File: src/rtl/core/tgc_pkg.sv
// ----------------------------------------------------------------------------
// tgc_pkg
// Types and constants shared by the touch gesture classifier.
// ----------------------------------------------------------------------------
package tgc_pkg;

	localparam int unsigned SampleW = 16;
	localparam int unsigned TimeW   = 32;
	localparam int unsigned LimitW  = 16;
	localparam int unsigned CountW  = 8;
	localparam int unsigned CfgIdxW = 3;
	localparam int unsigned CfgDatW = 16;

	typedef enum logic [2:0] {
		EV_NONE      = 3'd0,
		EV_DOWN      = 3'd1,
		EV_SUSTAINED = 3'd2,
		EV_OVERPET   = 3'd3,
		EV_SHORT     = 3'd4
	} event_code_t;

	typedef enum logic [CfgIdxW-1:0] {
		REG_TOUCH_THRESHOLD     = 3'd0,
		REG_DEBOUNCE_NEEDED     = 3'd1,
		REG_SHORT_LIMIT_MS      = 3'd2,
		REG_OVERPET_AFTER_MS    = 3'd3,
		REG_OVERPET_REPEAT_MS   = 3'd4,
		REG_SUSTAINED_REPEAT_MS = 3'd5
	} cfg_reg_t;

	localparam logic [SampleW-1:0] RST_TOUCH_THRESHOLD     = 16'd35;
	localparam logic [CountW-1:0]  RST_DEBOUNCE_NEEDED     = 8'd2;
	localparam logic [LimitW-1:0]  RST_SHORT_LIMIT_MS      = 16'd1200;
	localparam logic [LimitW-1:0]  RST_OVERPET_AFTER_MS    = 16'd5500;
	localparam logic [LimitW-1:0]  RST_OVERPET_REPEAT_MS   = 16'd1800;
	localparam logic [LimitW-1:0]  RST_SUSTAINED_REPEAT_MS = 16'd2200;

	typedef struct packed {
		logic [SampleW-1:0] touch_threshold;
		logic [CountW-1:0]  debounce_needed;
		logic [LimitW-1:0]  short_limit_ms;
		logic [LimitW-1:0]  overpet_after_ms;
		logic [LimitW-1:0]  overpet_repeat_ms;
		logic [LimitW-1:0]  sustained_repeat_ms;
	} cfg_t;

	typedef struct packed {
		logic [CountW-1:0] debounce_count;
		logic              hold_active;
		logic [TimeW-1:0]  hold_start_time;
		logic [TimeW-1:0]  last_event_time;
	} state_t;

endpackage

File: src/rtl/core/tgc_if.sv
// ----------------------------------------------------------------------------
// tgc_if
// Valid/ready channels of the touch gesture classifier.
// ----------------------------------------------------------------------------
interface tgc_sample_if;
	logic                         valid;
	logic                         ready;
	logic [tgc_pkg::SampleW-1:0]  touch_sample;
	logic [tgc_pkg::TimeW-1:0]    time_ms;
	modport source (output valid, touch_sample, time_ms, input ready);
	modport sink   (input valid, touch_sample, time_ms, output ready);
endinterface

interface tgc_event_if;
	logic       valid;
	logic       ready;
	logic [2:0] event_code;
	logic       holding;
	modport source (output valid, event_code, holding, input ready);
	modport sink   (input valid, event_code, holding, output ready);
endinterface

interface tgc_cfg_if;
	logic                         valid;
	logic                         ready;
	logic [tgc_pkg::CfgIdxW-1:0]  index;
	logic [tgc_pkg::CfgDatW-1:0]  data;
	modport source (output valid, index, data, input ready);
	modport sink   (input valid, index, data, output ready);
endinterface

File: src/rtl/core/tgc_step.sv
// ----------------------------------------------------------------------------
// tgc_step
// Next-state and event logic for one touch sample.
// ----------------------------------------------------------------------------
module tgc_step (
	input  tgc_pkg::cfg_t                 cfg,
	input  tgc_pkg::state_t               cur,
	input  logic [tgc_pkg::SampleW-1:0]   touch_sample,
	input  logic [tgc_pkg::TimeW-1:0]     time_ms,
	output tgc_pkg::state_t               nxt,
	output tgc_pkg::event_code_t          event_code
);

	logic                        touched;
	logic [tgc_pkg::CountW-1:0]  cnt_inc;
	logic [tgc_pkg::TimeW-1:0]   dur;
	logic [tgc_pkg::TimeW-1:0]   since_ev;

	assign touched  = (touch_sample != '0) && (touch_sample < cfg.touch_threshold);
	assign cnt_inc  = (&cur.debounce_count) ? cur.debounce_count
	                                        : cur.debounce_count + 1'b1;
	assign dur      = time_ms - cur.hold_start_time;
	assign since_ev = time_ms - cur.last_event_time;

	always_comb begin
		nxt        = cur;
		event_code = tgc_pkg::EV_NONE;
		if (touched) begin
			nxt.debounce_count = cnt_inc;
			if (cnt_inc >= cfg.debounce_needed) begin
				if (!cur.hold_active) begin
					// the hold starts at this word's time; only the touch-down event fires on it
					nxt.hold_active     = 1'b1;
					nxt.hold_start_time = time_ms;
					nxt.last_event_time = time_ms;
					event_code          = tgc_pkg::EV_DOWN;
				end else if (dur > {16'd0, cfg.overpet_after_ms}) begin
					if (since_ev > {16'd0, cfg.overpet_repeat_ms}) begin
						nxt.last_event_time = time_ms;
						event_code          = tgc_pkg::EV_OVERPET;
					end
				end else if (dur > {16'd0, cfg.short_limit_ms}) begin
					if (since_ev > {16'd0, cfg.sustained_repeat_ms}) begin
						nxt.last_event_time = time_ms;
						event_code          = tgc_pkg::EV_SUSTAINED;
					end
				end
			end
		end else begin
			nxt.debounce_count = '0;
			if (cur.hold_active) begin
				nxt.hold_active = 1'b0;
				if (dur < {16'd0, cfg.short_limit_ms}) begin
					event_code = tgc_pkg::EV_SHORT;
				end
			end
		end
	end

endmodule

File: src/rtl/core/touch_gesture_classifier.sv
// ----------------------------------------------------------------------------
// touch_gesture_classifier
// Turns time-stamped capacitive touch samples into gesture events.
// ----------------------------------------------------------------------------
// Channels: samples (touch_sample, time_ms) in, events (event_code, holding)
// out, cfg writes one of six limit registers by index; writes to an index
// above five are dropped. cfg is always ready and must be written only
// while idle; the block does not enforce this. Every accepted sample gives
// exactly one event word, in order. An accepted sample sits in the input
// register, then moves into the result register once that is empty or its
// word is taken. Throughput: one sample per cycle while each word is taken;
// the classification is a single pass of subtracts and compares on the hold
// state, which is updated as the word moves into the result register.
// When the receiver stalls, the result register holds its word and the input
// register takes one more sample; samples.ready then drops until the result
// is taken.
// Reset: clears the debounce count and hold state, restores the register
// defaults (threshold 35, debounce 2, short 1200, over-pet 5500, over-pet
// repeat 1800, sustained repeat 2200) and empties both registers.
// ----------------------------------------------------------------------------
module touch_gesture_classifier (
	input  logic         clk,
	input  logic         arst_n,
	tgc_sample_if.sink   samples,
	tgc_event_if.source  events,
	tgc_cfg_if.sink      cfg
);

	tgc_pkg::cfg_t                 cfg_q;
	tgc_pkg::state_t               state_q;
	tgc_pkg::state_t               state_nxt;
	tgc_pkg::event_code_t          ev_nxt;

	logic                          valid_s1;
	logic [tgc_pkg::SampleW-1:0]   sample_s1;
	logic [tgc_pkg::TimeW-1:0]     time_s1;

	logic                          ev_valid_q;
	logic [2:0]                    ev_code_q;
	logic                          holding_q;

	logic                          adv;
	logic                          in_acc;

	assign adv           = valid_s1 && (!ev_valid_q || events.ready);
	assign samples.ready = !valid_s1 || adv;
	assign in_acc        = samples.valid && samples.ready;
	assign cfg.ready     = 1'b1;

	always_ff @(posedge clk or negedge arst_n) begin
		if (!arst_n) begin
			cfg_q.touch_threshold     <= tgc_pkg::RST_TOUCH_THRESHOLD;
			cfg_q.debounce_needed     <= tgc_pkg::RST_DEBOUNCE_NEEDED;
			cfg_q.short_limit_ms      <= tgc_pkg::RST_SHORT_LIMIT_MS;
			cfg_q.overpet_after_ms    <= tgc_pkg::RST_OVERPET_AFTER_MS;
			cfg_q.overpet_repeat_ms   <= tgc_pkg::RST_OVERPET_REPEAT_MS;
			cfg_q.sustained_repeat_ms <= tgc_pkg::RST_SUSTAINED_REPEAT_MS;
		end else if (cfg.valid) begin
			unique case (tgc_pkg::cfg_reg_t'(cfg.index))
				tgc_pkg::REG_TOUCH_THRESHOLD:     cfg_q.touch_threshold     <= cfg.data;
				tgc_pkg::REG_DEBOUNCE_NEEDED:     cfg_q.debounce_needed     <= cfg.data[7:0];
				tgc_pkg::REG_SHORT_LIMIT_MS:      cfg_q.short_limit_ms      <= cfg.data;
				tgc_pkg::REG_OVERPET_AFTER_MS:    cfg_q.overpet_after_ms    <= cfg.data;
				tgc_pkg::REG_OVERPET_REPEAT_MS:   cfg_q.overpet_repeat_ms   <= cfg.data;
				tgc_pkg::REG_SUSTAINED_REPEAT_MS: cfg_q.sustained_repeat_ms <= cfg.data;
				default: ;
			endcase
		end
	end

	// input register
	always_ff @(posedge clk or negedge arst_n) begin
		if (!arst_n) begin
			valid_s1 <= 1'b0;
		end else if (in_acc) begin
			valid_s1 <= 1'b1;
		end else if (adv) begin
			valid_s1 <= 1'b0;
		end
	end

	always_ff @(posedge clk) begin
		if (in_acc) begin
			sample_s1 <= samples.touch_sample;
			time_s1   <= samples.time_ms;
		end
	end

	tgc_step u_step (
		.cfg          (cfg_q),
		.cur          (state_q),
		.touch_sample (sample_s1),
		.time_ms      (time_s1),
		.nxt          (state_nxt),
		.event_code   (ev_nxt)
	);

	always_ff @(posedge clk or negedge arst_n) begin
		if (!arst_n) begin
			state_q <= '0;
		end else if (adv) begin
			state_q <= state_nxt;
		end
	end

	// result register
	always_ff @(posedge clk or negedge arst_n) begin
		if (!arst_n) begin
			ev_valid_q <= 1'b0;
		end else if (adv) begin
			ev_valid_q <= 1'b1;
		end else if (events.ready) begin
			ev_valid_q <= 1'b0;
		end
	end

	always_ff @(posedge clk) begin
		if (adv) begin
			ev_code_q <= ev_nxt;
			holding_q <= state_nxt.hold_active;
		end
	end

	assign events.valid      = ev_valid_q;
	assign events.event_code = ev_code_q;
	assign events.holding    = holding_q;

endmodule

File: src/flat_wrapper.sv
// flat-port wrapper written by rule: the top's interface ports become plain ports
module touch_gesture_classifier_flat 
  (clk, arst_n, samples_valid, samples_touch_sample, samples_time_ms, samples_ready, events_valid, events_event_code, events_holding, events_ready, cfg_valid, cfg_index, cfg_data, cfg_ready);
  tgc_sample_if samples_i ();
  tgc_event_if events_i ();
  tgc_cfg_if cfg_i ();
  input  logic clk;
  input  logic arst_n;
  input wire logic [$bits(samples_i.valid)-1:0] samples_valid;
  input wire logic [$bits(samples_i.touch_sample)-1:0] samples_touch_sample;
  input wire logic [$bits(samples_i.time_ms)-1:0] samples_time_ms;
  output wire logic [$bits(samples_i.ready)-1:0] samples_ready;
  output wire logic [$bits(events_i.valid)-1:0] events_valid;
  output wire logic [$bits(events_i.event_code)-1:0] events_event_code;
  output wire logic [$bits(events_i.holding)-1:0] events_holding;
  input wire logic [$bits(events_i.ready)-1:0] events_ready;
  input wire logic [$bits(cfg_i.valid)-1:0] cfg_valid;
  input wire logic [$bits(cfg_i.index)-1:0] cfg_index;
  input wire logic [$bits(cfg_i.data)-1:0] cfg_data;
  output wire logic [$bits(cfg_i.ready)-1:0] cfg_ready;
  assign samples_i.valid = samples_valid;
  assign samples_i.touch_sample = samples_touch_sample;
  assign samples_i.time_ms = samples_time_ms;
  assign samples_ready = samples_i.ready;
  assign events_valid = events_i.valid;
  assign events_event_code = events_i.event_code;
  assign events_holding = events_i.holding;
  assign events_i.ready = events_ready;
  assign cfg_i.valid = cfg_valid;
  assign cfg_i.index = cfg_index;
  assign cfg_i.data = cfg_data;
  assign cfg_ready = cfg_i.ready;
  touch_gesture_classifier u_core (.clk(clk), .arst_n(arst_n), .samples(samples_i), .events(events_i), .cfg(cfg_i));
endmodule
File: config.mk
export PLATFORM = sky130hd
export DESIGN_NAME = touch_gesture_classifier_flat
export DESIGN_NICKNAME = d
export VERILOG_FILES = /design/src/rtl/core/tgc_pkg.sv /design/src/rtl/core/tgc_if.sv /design/src/rtl/core/tgc_step.sv /design/src/rtl/core/touch_gesture_classifier.sv /design/src/flat_wrapper.sv
export SDC_FILE = /design/constraint.sdc
export NUM_CORES = 1
export LEC_CHECK = 0
export BUFFER_PORTS_ARGS = -buffer_cell sky130_fd_sc_hd__buf_2
export CORE_MARGIN = 2
export CORE_UTILIZATION = 45
export CTS_CLUSTER_SIZE = 10
export DETAILED_ROUTE_END_ITERATION = 10
export PLACE_DENSITY = 0.74
export SLEW_MARGIN = 5
export SYNTH_ARGS = -nofsm -noshare
export SYNTH_HDL_FRONTEND = slang
export SYNTH_HIERARCHICAL = 1
export SYNTH_SLANG_ARGS = --single-unit
File: constraint.sdc
create_clock -name clk -period 5.4 [get_ports clk]
set_input_delay 0.27 -clock clk [delete_from_list [all_inputs] [get_ports clk]]
set_output_delay 0.27 -clock clk [all_outputs]
set_load 0.05 [all_outputs]
==> summary.txt, run 1 <==
Clock tree
  – CTS clock-pin slew for the worst setup and hold paths: 60 ps
  – Num CTS Buffers: 26
  – Root buffer cell: clkbuf_16
  – Clk_lat worst skew: 570 ps
  – CTS tree: yes
  – Clk buf depth: 3
  – CTS Sinks: 215
  – Htree depth: 1

Power
  – Peak supply drop: 278.1 uV
  – Leakage power: 8.092 nW
  – Pwr Density: 493.1 mW/mm^2

Global route
  – Initial antenna violation count: 0
  – Largest net degree at the start of global routing: 75
  – Total grt overflow: 0
  – GRT Overall Usage: 0.2276
  – Vias in the first global route: 12.62k
  – Global-route wire length before repair: 67.00 mm

Job
  – Max cap viols: 0

Worst setup path
  – Setup crit start kind: register
  – Crit Path Category: register to register
  – Arr. time, crit path: 5650 ps
  – R2r worst-path depth: 23
  – Critical path endpoint category: register
  – CP max FO: 5
  – Critical path required time: 5810 ps

Detailed routing
  – Via count: 12.90k
  – Vias per cell: 5.868
  – Post-DRT Antenna Nets: 0
  – DRC: 0
  – Wirelength per Cell: 19.49 um
  – DR pass1 iterations: 6
  – DR iter-0 viols: 995
  – Routed wire length: 42.87 mm

Cells and area
  – Fraction of layout cells with a size suffix above 1: 0.2388
  – Fillers: 3021
  – Layout area overhead: 13.34%
  – Fin util: 0.5143
  – N_diodes: 0
  – Final nets: 1943

Synthesis
  – YS warnings: 6
  – Unique masters post-synth: 92
  – Share of the synthesized area in the top cell type: 0.2171
  – EDFF count, synth: 52
  – Cell area after synthesis: 0.01602 sq mm
  – Sequential share of the synthesized area: 0.3539
  – Synth top area cells: dfrtp_1 (22%), mux2_2 (12%), ha_1 (12%)
  – Yosys reg bits: 215
  – Post-synth net total: 1831
  – Main synth FF type: dfrtp_1
  – Mapped Cells: 1607
  – Mean Syn Cell Area: 9.971 sq um
  – Post-synthesis async set-or-reset flop share: 0.7581
  – Yosys top cell by area: dfrtp_1

Floorplan
  – Area of the core: 0.03531 sq mm
  – Num ports: 79
  – Die height: 192.7 um
  – Die ar.: 0.03714 sq mm
  – Initial Util: 0.4538
  – Die X: 192.7 um
  – Cell Rows: 69

Timing
  – Worst Max-Slew Pin Slew: 1114 ps
  – Unrepaired setup endpoints after global routing: true
  – Rel. slew slack: 0.2575
  – Slew Viols, Final: 0
  – Final setup viols: 0
  – Hold slack: 41.13 ps
  – Final hold viol count: 0
  – Period utilization: 0.9693
  – Fmax: 191.0 MHz
  – Min Tclk post-route: 5234 ps
  – Clk_skew: 35.26 ps

Run status
  – Status: finished, final reports clean

Placed design
  – Input/output buffers: 77
  – Hpwl dp: 30.74 mm
  – GP Congestion: 0.9699

Min path
  – Worst Hold Class: input pin to register
  – WHS Path Cells: 3
==> final timing paths <==
path	startpoint	endpoint	slack, ps
worst max-delay path	u_core/time_s1[0]$_DFFE_PP_	u_core/state_q[31]$_DFFE_PN0P_	170
worst min-delay path	events_ready	u_core/valid_s1$_DFFE_PN0P_	40
worst max register to register	u_core/time_s1[0]$_DFFE_PP_	u_core/state_q[31]$_DFFE_PN0P_	170
worst min register to register	u_core/cfg_q[62]$_DFFE_PN0P_	u_core/cfg_q[62]$_DFFE_PN0P_	490
max in group asynchronous	arst_n	u_core/events.valid$_DFFE_PN0P_	3920
min in group asynchronous	arst_n	u_core/state_q[24]$_DFFE_PN0P_	260
==> cell usage after synthesis (all sizes together) (29+ instances only) <==
library cell and n:
a21o 49, a21oi 90, a32oi 32, and2 37, buf 35, clkbuf 33, dfrtp 139, edfxtp 52
ha 150, inv 171, mux2 195, nand2 104, nand3 29, nand4 35, nor2 62, o21ai 84
==> timing repair <==
action | in CTS | in global routing
hold endpoints to repair | 98 | 0
endpoints found under the setup margin | 0 | 33
resized for setup | 0 | 11
setup buffers | 0 | 6
hold buffers | 50 | 0
==> where the power goes <==
group          switching, mW  total (mW)  internal (mW)
clock network          0.704        1.61          0.904
registers              0.285        2.36           2.08
logic                   2.80        4.98           2.19
==> worst max-delay path, cell delays in order, from the launching register on <==
cell	delay (ps)
edfxtp_1	350
inv_1	120
ha_1	240
fa_1	400
nand2b_1	180
a21o_1	180
and2_1	170
nand2_1	60
o2111ai_1	120
nand2_1	120
xor2_1	220
ha_1	280
a21o_1	160
a21o_1	170
a211oi_1	230
o21ai_0	140
a222oi_1	500
o2111a_1	280
nand4_1	200
nand3_2	170
and3_4	260
buf_4	180
o21ai_2	70
mux2_2	280
==> registers in the layout, indices dropped and copies added (netlist names) <==
signal and cells:
u_core/events.holding 1, u_core/time_s1 32, u_core/state_q 73, u_core/events.event_code 3, u_core/sample_s1 16, u_core/events.valid 1
u_core/valid_s1 1, u_core/cfg_q 88
==> routing by layer <==
metal | routed length (um) | GRT usage | up-vias
li1 | - | - | 6079
met1 | 18290 | 0.2944 | 6322
met2 | 21040 | 0.3939 | 406
met3 | 2207 | 0.02382 | 96
met4 | 1330 | 0.08074 | 0
met5 | 0 | 0 | -
==> through the flow <==
| stage | total power [mW] | setup TNS (ps) | setup slack (ps) | cell area (sq um) | cells |
|---|---|---|---|---|---|
| 2_1_floorplan | 5.990 | 0 | 879.7 | 16020 | 1607 |
| 3_3_place_gp | 7.010 | 0 | 186.5 | 16790 | 2096 |
| 3_5_place_dp | 7.186 | 0 | 100.4 | 16790 | 2096 |
| 4_1_cts | 8.855 | 0 | 31.14 | 18050 | 2193 |
| 5_1_grt | 9.605 | -21.86 | -12.88 | 18160 | 2199 |
| 6_report | 8.956 | 0 | 165.5 | 18160 | 2199 |
==> cells by family (layout without fill, tap and decap cells) <==
| logic type | after synthesis | count (layout) | synth area share |
|---|---|---|---|
| AND/OR/NAND/NOR | 384 | 384 | 0.1299 |
| multiplexers | 203 | 203 | 0.1444 |
| buffers and inverters | 239 | 370 | 0.06395 |
| XOR/XNOR | 42 | 42 | 0.02296 |
| AO/OA/AOI/OAI | 371 | 371 | 0.1651 |
| flip-flops | 215 | 215 | 0.3539 |
| other | 1 | 1 | 0.0002340 |
| adder cells (fa/ha/maj) | 152 | 152 | 0.1196 |
==> cells in the final DEF, fill, tap and decap left out, types with 18 or more instances in the layout <==
cell type / Yosys / routed
o21ai_2: 31 / 31
o21a_1: 18 / 18
buf_2: 26 / 76
buf_4: 1 / 22
edfxtp_1: 52 / 52
inv_1: 171 / 171
ha_1: 150 / 150
xnor2_1: 27 / 27
a32oi_1: 32 / 28
nand3_1: 28 / 28
dfstp_2: 24 / 24
o21ai_0: 42 / 42
nand2_1: 104 / 103
a21oi_1: 87 / 86
mux2_2: 174 / 174
a21o_1: 49 / 49
clkbuf_16: 0 / 26
nor2_1: 62 / 60
and2_1: 37 / 36
nand4_1: 35 / 35
dlygate4sd3_1: 0 / 50
dfrtp_1: 139 / 139
==> layout make-up <==
type	instances	area (sq um)	share of cell area
well taps	461	576.8	0.03176
inverters	171	641.9	0.03534
clock buffers	43	714.4	0.03934
flip-flops and latches	215	5670	0.3122
clock inverters	4	47.55	0.002618
repair buffers	152	1109	0.06104
multi-input cells	1153	9402	0.5177
Power figures use the tool's default switching activity.
==> run 2, diff against run 1 <==
- REMOVE_ABC_BUFFERS: not set -> 1
==> run 2 against run 1 <==
Compared with the run above: worst hold slack better by 6.6 ps; non-clock buffer count down 8; power up 0.53%; die area unchanged; cell count down 0.45%; via count down 0.95%; design area down 0.22%; clock skew down 16 ps; sequential power about the same; critical path type unchanged; critical endpoint is now u_core/state_q[26]$_DFFE_PN0P_; largest power group unchanged.
==> summary.txt, run 2 (synthesis gave the netlist of run 1 again) <==
Clock tree
  – CTS tree: yes
  – CTS clock-pin slew for the worst setup and hold paths: 60 ps (about the same)
  – Clk_lat worst skew: 560 ps (about the same)
  – Root buffer cell: clkbuf_16
  – Htree depth: 1 (unchanged)
  – CTS Sinks: 215 (unchanged)
  – Clk buf depth: 3 (unchanged)
  – Num CTS Buffers: 26 (unchanged)

Cells and area
  – Number of flip-flops in the largest register: 88 (unchanged)
  – Fraction of layout cells with a size suffix above 1: 0.2350 (-0.003827)
  – Layout area overhead: 13.09%
  – Commonest non-fill, non-tap cell in the layout: mux2_2
  – Final nets: 1935 (-0.41%)
  – Most frequent cells in the layout: mux2_2 (174), inv_1 (171), ha_1 (150)
  – N_diodes: 0 (unchanged)
  – Fin util: 0.5132 (-0.001134)
  – Top reg by flops: u_core/cfg_q
  – Fillers: 3087 (+2.2%)
  – Biggest regs: u_core/cfg_q x88, u_core/state_q x73, u_core/time_s1 x32

Power
  – Clock Power Share: 0.183 (+0.004)
  – Logic pwr share: 0.554 (-0.002)
  – Switching share of power: 0.4193 (-0.003501)
  – Internal Pwr Total: 5.229 mW (+1.1%)
  – Flop pwr share: 0.263 (about the same)
  – Leakage power: 8.064 nW (-0.35%)
  – Pwr Density: 496.9 mW/mm^2 (+0.76%)
  – Sw Pwr: 3.775 mW (-0.30%)
  – Pwr Total: 9.004 mW (+0.53%)
  – Peak supply drop: 216.6 uV (-22%)

Worst setup path
  – Critical path required time: 5820 ps (about the same)
  – R2r worst-path depth: 23 (unchanged)
  – Arr. time, crit path: 5610 ps (-40 ps)
  – Setup crit start kind: register
  – RR Startpoint: u_core/time_s1[3]$_DFFE_PP_
  – Reg2reg setup slack: 210 ps (+50 ps)
  – Crit Path Category: register to register
  – CP max FO: 32 (+27)
  – Worst R2R End: u_core/state_q[26]$_DFFE_PN0P_
  – Critical path endpoint category: register

Timing
  – Worst Max-Slew Pin Slew: 1263 ps (+149.2 ps)
  – Min Tclk post-route: 5188 ps (-46.26 ps)
  – Final setup viols: 0 (unchanged)
  – Final hold viol count: 0 (unchanged)
  – Unrepaired setup endpoints after global routing: true
  – Clk_skew: 19.45 ps (-15.82 ps)
  – Slew Viols, Final: 0 (unchanged)
  – Fmax: 192.7 MHz (+0.89%)
  – Rel. slew slack: 0.1545 (-0.1030)
  – Period utilization: 0.9608 (-0.008567)

Global route
  – Vias in the first global route: 12.67k (+0.43%)
  – Largest net degree at the start of global routing: 83 (+11%)
  – Total grt overflow: 0 (unchanged)
  – GRT Overall Usage: 0.2279 (+0.0003218)
  – Global-route wire length before repair: 66.94 mm (about the same)
  – Initial antenna violation count: 0 (unchanged)

Floorplan
  – Initial Util: 0.4538 (unchanged)
  – Die height: 192.7 um (unchanged)
  – Die ar.: 0.03714 sq mm (unchanged)
  – Die X: 192.7 um (unchanged)
  – Cell Rows: 69 (unchanged)
  – Num ports: 79 (unchanged)
  – Area of the core: 0.03531 sq mm (unchanged)

Placed design
  – GP Congestion: 0.9332 (-3.8%)
  – Input/output buffers: 77 (unchanged)
  – Hpwl dp: 30.68 mm (-0.21%)

Detailed routing
  – DR iter-0 viols: 1089 (+9.4%)
  – Post-DRT Antenna Nets: 0 (unchanged)
  – Via count: 12.78k (-0.95%)
  – DRC: 0 (unchanged)
  – Vias per cell: 5.839 (-0.49%)
  – DR pass1 iterations: 5 (-1)
  – Wirelength per Cell: 19.39 um (-0.53%)
  – Routed wire length: 42.45 mm (-0.99%)

Run status
  – Status: finished, final reports clean

Min path
  – Hold wc startpoint: events_ready
  – WHS Path Cells: 3 (unchanged)
  – End of the worst hold path: u_core/valid_s1$_DFFE_PN0P_
  – Worst Hold Class: input pin to register

Job
  – Max cap viols: 0 (unchanged)
[run 2: cell types whose count changed in the layout (fill, tap and decap cells not counted), sizes merged]
cell / before / now
clkbuf: 43 / 44
buf: 102 / 94
clkinv: 3 / 1
clkinvlp: 1 / 0
[run 2: power by group through the flow]
stage	logic (mW)	registers, mW	clock network [mW]
after global placement	4.67	2.35	0
final	4.99	2.37	1.64
after CTS	4.88	2.36	1.67
after detailed placement	4.81	2.38	0
after global routing	5.52	2.42	1.75
after floorplan	3.66	2.31	0
[run 2: layout make-up]
type                    count  area [sq um]  share of cell area
multi-input cells        1153          9388              0.5181
clock buffers              44         769.5             0.04246
repair buffers            144          1045             0.05765
flip-flops and latches    215          5670              0.3129
inverters                 171         641.9             0.03542
clock inverters             1         30.03            0.001657
well taps                 461         576.8             0.03183
[run 2: metrics by stage]
stage | setup TNS (ps) | instances | hold WS, ps | instance area (sq um) | worst slack [ps]
4_1_cts | 0 | 2188 | 26.94 | 18070 | 35.78
5_1_grt | -22.13 | 2189 | 57.72 | 18120 | -14.47
3_5_place_dp | 0 | 2093 | 378.1 | 16770 | 82.88
3_3_place_gp | 0 | 2093 | 368.2 | 16770 | 234.4
2_1_floorplan | 0 | 1539 | -25.59 | 15640 | 223.0
6_report | 0 | 2189 | 47.78 | 18120 | 211.8
[run 2: repair_timing]
item                                    CTS  global route
gates resized for setup                   0             9
hold buffers                             50             0
buffers inserted                          0             1
endpoints found under the setup margin    0            33
endpoints found under the hold margin   114             0
[run 2: worst max path at each step]
stage | start | end | slack, ps | cells after the start
2_1_floorplan | u_core/state_q[65]$_DFFE_PN0P_ | u_core/state_q[32]$_DFFE_PN0P_ | 220 | 16
3_3_place_gp | u_core/time_s1[4]$_DFFE_PP_ | u_core/state_q[31]$_DFFE_PN0P_ | 230 | 18
3_5_place_dp | u_core/time_s1[4]$_DFFE_PP_ | u_core/state_q[26]$_DFFE_PN0P_ | 80 | 20
4_1_cts | u_core/time_s1[1]$_DFFE_PP_ | u_core/state_q[26]$_DFFE_PN0P_ | 40 | 23
5_1_grt | u_core/time_s1[1]$_DFFE_PP_ | u_core/state_q[3]$_DFFE_PN0P_ | -10 | 23
6_report | u_core/time_s1[3]$_DFFE_PP_ | u_core/state_q[26]$_DFFE_PN0P_ | 210 | 23
[run 2: routing by layer]
metal	vias up	global-route usage	wire, um
met5	-	0	0
met4	0	0.08045	1260
met3	77	0.02164	1917
met2	390	0.3801	20370
met1	6244	0.3084	18900
li1	6070	-	-
[run 2: critical path, stage by stage (launching register included)]
cell	delay, ps
edfxtp_1	450
ha_1	400
a21o_1	200
a21oi_2	210
a21oi_1	110
o21ai_0	160
nand2b_1	110
a21o_1	190
a21oi_1	170
xnor2_1	220
ha_1	320
a21o_1	160
a21oi_1	160
nor2b_1	70
o211ai_1	170
a31oi_1	120
o31ai_2	330
nand3b_1	170
nor4_4	280
nand3_2	120
buf_4	270
a32oi_1	280
o21ai_2	90
mux2_2	270
